### config.mk
export PLATFORM = sky130hd
export DESIGN_NAME = edss_cell
export DESIGN_NICKNAME = d
export VERILOG_FILES = /design/src/rtl/edss_pkg.sv /design/src/rtl/edss_cell.sv
export SDC_FILE = /design/constraint.sdc
export NUM_CORES = 1
export LEC_CHECK = 0
export BUFFER_PORTS_ARGS = -buffer_cell sky130_fd_sc_hd__buf_2
export CORE_MARGIN = 8
export CORE_UTILIZATION = 49
export CTS_BUF_LIST = sky130_fd_sc_hd__clkbuf_8
export DETAILED_ROUTE_END_ITERATION = 10
export PLACE_DENSITY_LB_ADDON = 0.15
export SLEW_MARGIN = 40
export SYNTH_ARGS = -nofsm -noshare
export SYNTH_HDL_FRONTEND = slang
export SYNTH_SLANG_ARGS = --single-unit
### constraint.sdc
create_clock -name clk -period 6 [get_ports clk]
set_input_delay 0.3 -clock clk [delete_from_list [all_inputs] [get_ports clk]]
set_output_delay 0.3 -clock clk [all_outputs]
set_load 0.05 [all_outputs]
### src/rtl/edss_pkg.sv
// Shared types and constants of the earliest-deadline slot scheduler.
// No dependencies; used by edss_cell, earliest_deadline_slot_scheduler and the testbench.

package edss_pkg;

  localparam int DL_W     = 10;
  localparam int ID_W     = 8;
  localparam int SLOT_W   = 11;
  localparam int STATUS_W = 3;
  localparam int APB_DW   = 32;
  localparam int APB_AW   = 3;

  localparam logic [SLOT_W-1:0] SLOT_COUNT_RST = 11'd1024;

  localparam logic CMD_ADD  = 1'b0;
  localparam logic CMD_TICK = 1'b1;

  localparam logic REG_SLOT_COUNT = 1'b0;

  localparam logic [STATUS_W-1:0] ST_ADDED   = 3'd0;
  localparam logic [STATUS_W-1:0] ST_EXPIRED = 3'd1;
  localparam logic [STATUS_W-1:0] ST_FULL    = 3'd2;
  localparam logic [STATUS_W-1:0] ST_NOGRANT = 3'd3;
  localparam logic [STATUS_W-1:0] ST_GRANTED = 3'd4;

  typedef struct packed {
    logic            cmd;
    logic [ID_W-1:0] job_id;
    logic [DL_W-1:0] deadline;
  } edss_in_t;

  typedef struct packed {
    logic [STATUS_W-1:0] status;
    logic [ID_W-1:0]     granted_id;
    logic [SLOT_W-1:0]   slot;
  } edss_out_t;

  typedef struct packed {
    logic            valid;
    logic [DL_W-1:0] deadline;
    logic [ID_W-1:0] job_id;
  } edss_entry_t;

  typedef enum logic [1:0] {
    OP_HOLD   = 2'd0,
    OP_INSERT = 2'd1,
    OP_POP    = 2'd2
  } edss_op_t;

  typedef struct packed {
    edss_op_t        op;
    logic [DL_W-1:0] deadline;
    logic [ID_W-1:0] job_id;
  } edss_ctrl_t;

endpackage

### src/rtl/edss_cell.sv
// One cell of the sorted job chain: holds one pending job and trades it with
// its neighbors on insert and pop. Depends on edss_pkg.

module edss_cell (
  input  logic                clk,
  input  logic                rst_n,
  input  edss_pkg::edss_ctrl_t  ctrl,
  input  edss_pkg::edss_entry_t left_entry,
  input  logic                left_gt,
  input  edss_pkg::edss_entry_t right_entry,
  output edss_pkg::edss_entry_t entry,
  output logic                gt
);
  import edss_pkg::*;

  logic            valid_r, valid_nxt;
  logic [DL_W-1:0] deadline_r, deadline_nxt;
  logic [ID_W-1:0] job_id_r, job_id_nxt;

  assign entry = '{valid: valid_r, deadline: deadline_r, job_id: job_id_r};
  assign gt = !valid_r || ({deadline_r, job_id_r} > {ctrl.deadline, ctrl.job_id});

  always_comb begin
    valid_nxt    = valid_r;
    deadline_nxt = deadline_r;
    job_id_nxt   = job_id_r;
    case (ctrl.op)
      OP_INSERT: begin
        if (gt) begin
          if (left_gt) begin
            valid_nxt    = left_entry.valid;
            deadline_nxt = left_entry.deadline;
            job_id_nxt   = left_entry.job_id;
          end else begin
            valid_nxt    = 1'b1;
            deadline_nxt = ctrl.deadline;
            job_id_nxt   = ctrl.job_id;
          end
        end
      end
      OP_POP: begin
        valid_nxt    = right_entry.valid;
        deadline_nxt = right_entry.deadline;
        job_id_nxt   = right_entry.job_id;
      end
      default: ;
    endcase
  end

  always_ff @(posedge clk) begin
    if (!rst_n) begin
      valid_r <= 1'b0;
    end else begin
      valid_r <= valid_nxt;
    end
  end

  always_ff @(posedge clk) begin
    deadline_r <= deadline_nxt;
    job_id_r   <= job_id_nxt;
  end

endmodule

==> results.txt <==
met3 WL -> 263 um
clk sinks -> 19
clock-pin slew on the worst setup and hold paths -> 0.08 ns
WL met2 -> 1980 um
routability cong. -> 0.783
H-tree depth -> 1
Fill cells -> 261
top-area cell type share of the netlist area -> 37.0%
final setup TNS -> 0 ns
sequential fraction of the synthesis area -> 38.3%
Die ar. -> 4990 um2
synth unique cells -> 29
die width -> 70.6 um
crit path launch type -> register
Max IR drop VDD -> 143 uV
M1 wire length -> 1480 um
Crit Path Category -> register to primary output
top sig layer -> met4
Worst slew margin -> 55.6%
DR iter-0 viols -> 28
Via density -> 5.11
clk buf depth -> 2
Root Driver -> clkbuf_8
WP data required -> 5.70 ns
first-pass GRT wire length -> 6440 um
crit path capture type -> primary output
synthesized net count -> 234
total power -> 431 uW
RSZ-0062 raised after global routing -> false
row cnt -> 20
pwr dens -> 222 nW/um2
part of the cycle the worst path needs -> 42.4%
area grow syn2layout -> 32.7%
Yosys Warn Count -> 0
Post-CTS Resized -> 0
die height -> 70.6 um
Antenna diodes -> 0
leakage -> 0.00102 uW
max_cap viols -> 0
Arr. time, crit path -> 2.24 ns
synthesis-stage register bit count -> 19
fmax -> 0.393 GHz
Pre-antenna DRT Iters -> 4
vias in the first global route -> 1518
Synth area leaders -> edfxtp_1 37%, ha_1 15%, mux2i_1 13%
Cell Area, Synth -> 1460 um2
final-report setup violation count -> 0
Top Ports -> 81
DR vias -> 1355
wire per inst -> 14.1 um
area leader, netlist -> edfxtp_1
CTS tree -> done
Period minus WS final -> 2.54 ns
Post-synth top cells -> 24 x nand2_1, 21 x inv_1, 19 x mux2i_1, 19 x o21ai_0
Clock Skew -> 0.00303 ns
Slew @ Worst Pin -> 0.664 ns
Port-buffer cells -> 80
Core Area -> 2950 um2
ys async rst share -> 0%
Clock Latency Late Sink -> 0.25 ns
Hold Path Class -> input pin to register
status -> finished clean
post-route ant nets -> 0
pins over their slew limit -> 0
Hold Buf Count CTS -> 0
mean post-synth cell area -> 9.44 um2
# DRC -> 0
Setup Fix Bufs, Post-CTS -> 0
most numerous cell in the Yosys netlist -> nand2_1
Routed Wire Length -> 3740 um
hold_ws -> 0.314 ns
largest net degree at the start of global routing -> 38
initial antenna violation count -> 0
post-synthesis cell count -> 155
Final Hold Fails -> 0
Nets -> 312
CTS Buf Count -> 3
number of enable flip-flop cells after synthesis -> 18
layout cell share with drive strength beyond 1 -> 38.4%
grt total ovfl -> 0
most common flop cell mapped by yosys -> edfxtp_1
GRT Util Overall -> 15.4%
CP Max Fanout -> 3
post-detail-place hpwl -> 3120 um
Initial Util -> 49.5%
[placed cells by master (no fill, tap or decap), types with 2 or more instances in the layout]
master     n
buf_2     80
nand3_1    2
nor3_1     2
inv_1     21
a21o_1     2
ha_1      18
mux2i_1   19
clkbuf_8   3
nand4_1    2
a21oi_1    6
edfxtp_1  18
o21ai_0   19
nand2_1   24
[logic make-up after synthesis]
kind of cell	share of synthesized area (%)
buffers and inverters	7.61
AO/OA/AOI/OAI	14.0
XOR/XNOR	0.599
flip-flops	38.3
AND/OR/NAND/NOR	11.0
multiplexers	13.0
adder cells (fa/ha/maj)	15.4
[state kept, by name, summed over array words and instances (netlist names)]
signal / cells
deadline_r: 10
job_id_r: 8
valid_r: 1
[where the power goes]
part | total, uW | switching (uW) | internal [uW] | leakage, uW
combinational | 166 | 110 | 56.0 | 0.000813
sequential | 175 | 8.49 | 166 | 0.000184
clock | 90.5 | 44.4 | 46.1 | 0.0000255
total | 431 | 163 | 268 | 0.00102
[critical path, stage by stage, from the launching register on]
cell      delay (ns)
edfxtp_1        0.40
ha_1            0.30
a21o_1          0.18
a221o_1         0.36
a221oi_2        0.27
a22o_2          0.22
nand2_1         0.06
buf_2           0.21
[final cells by class]
cell class	instances	area, um2	area share (%)
clock buffer	3	41.3	2.13
clock inverter	1	5.00	0.258
inverter	21	78.8	4.06
multi-input combinational	108	813	41.9
sequential	19	561	28.9
tap	33	41.3	2.13
timing repair buffer	80	400	20.6
[per-stage QoR]
step	setup WS (ns)	area [um2]	utilization, %	cells
finish	3.46	1940	65.7	265
detailed placement	3.53	1890	64.2	261
global placement	3.17	1880	63.7	261
floorplan	2.94	1460	-	155
CTS	3.45	1940	65.7	265
global route	3.32	1940	65.7	265
[final timing paths]
path / cells after the start / from / endpoint / slack (ns)
worst max register to register: 6 / deadline_r[9]$_DFFE_PP_ / deadline_r[7]$_DFFE_PP_ / 3.55
worst min-delay path: 3 / right_entry[11] / deadline_r[3]$_DFFE_PP_ / 0.31
worst max-delay path: 7 / deadline_r[4]$_DFFE_PP_ / gt / 3.46
worst min register to register: 3 / valid_r$_SDFFE_PN0P_ / valid_r$_SDFFE_PN0P_ / 0.63
[per-layer routing]
metal	vias to the layer above	global-route usage (%)
li1	708	-
met1	604	15.8
met2	41	28.8
met3	2	5.51
met4	0	3.93
met5	-	0
Note: power is estimated with default switching activity, not from simulation.
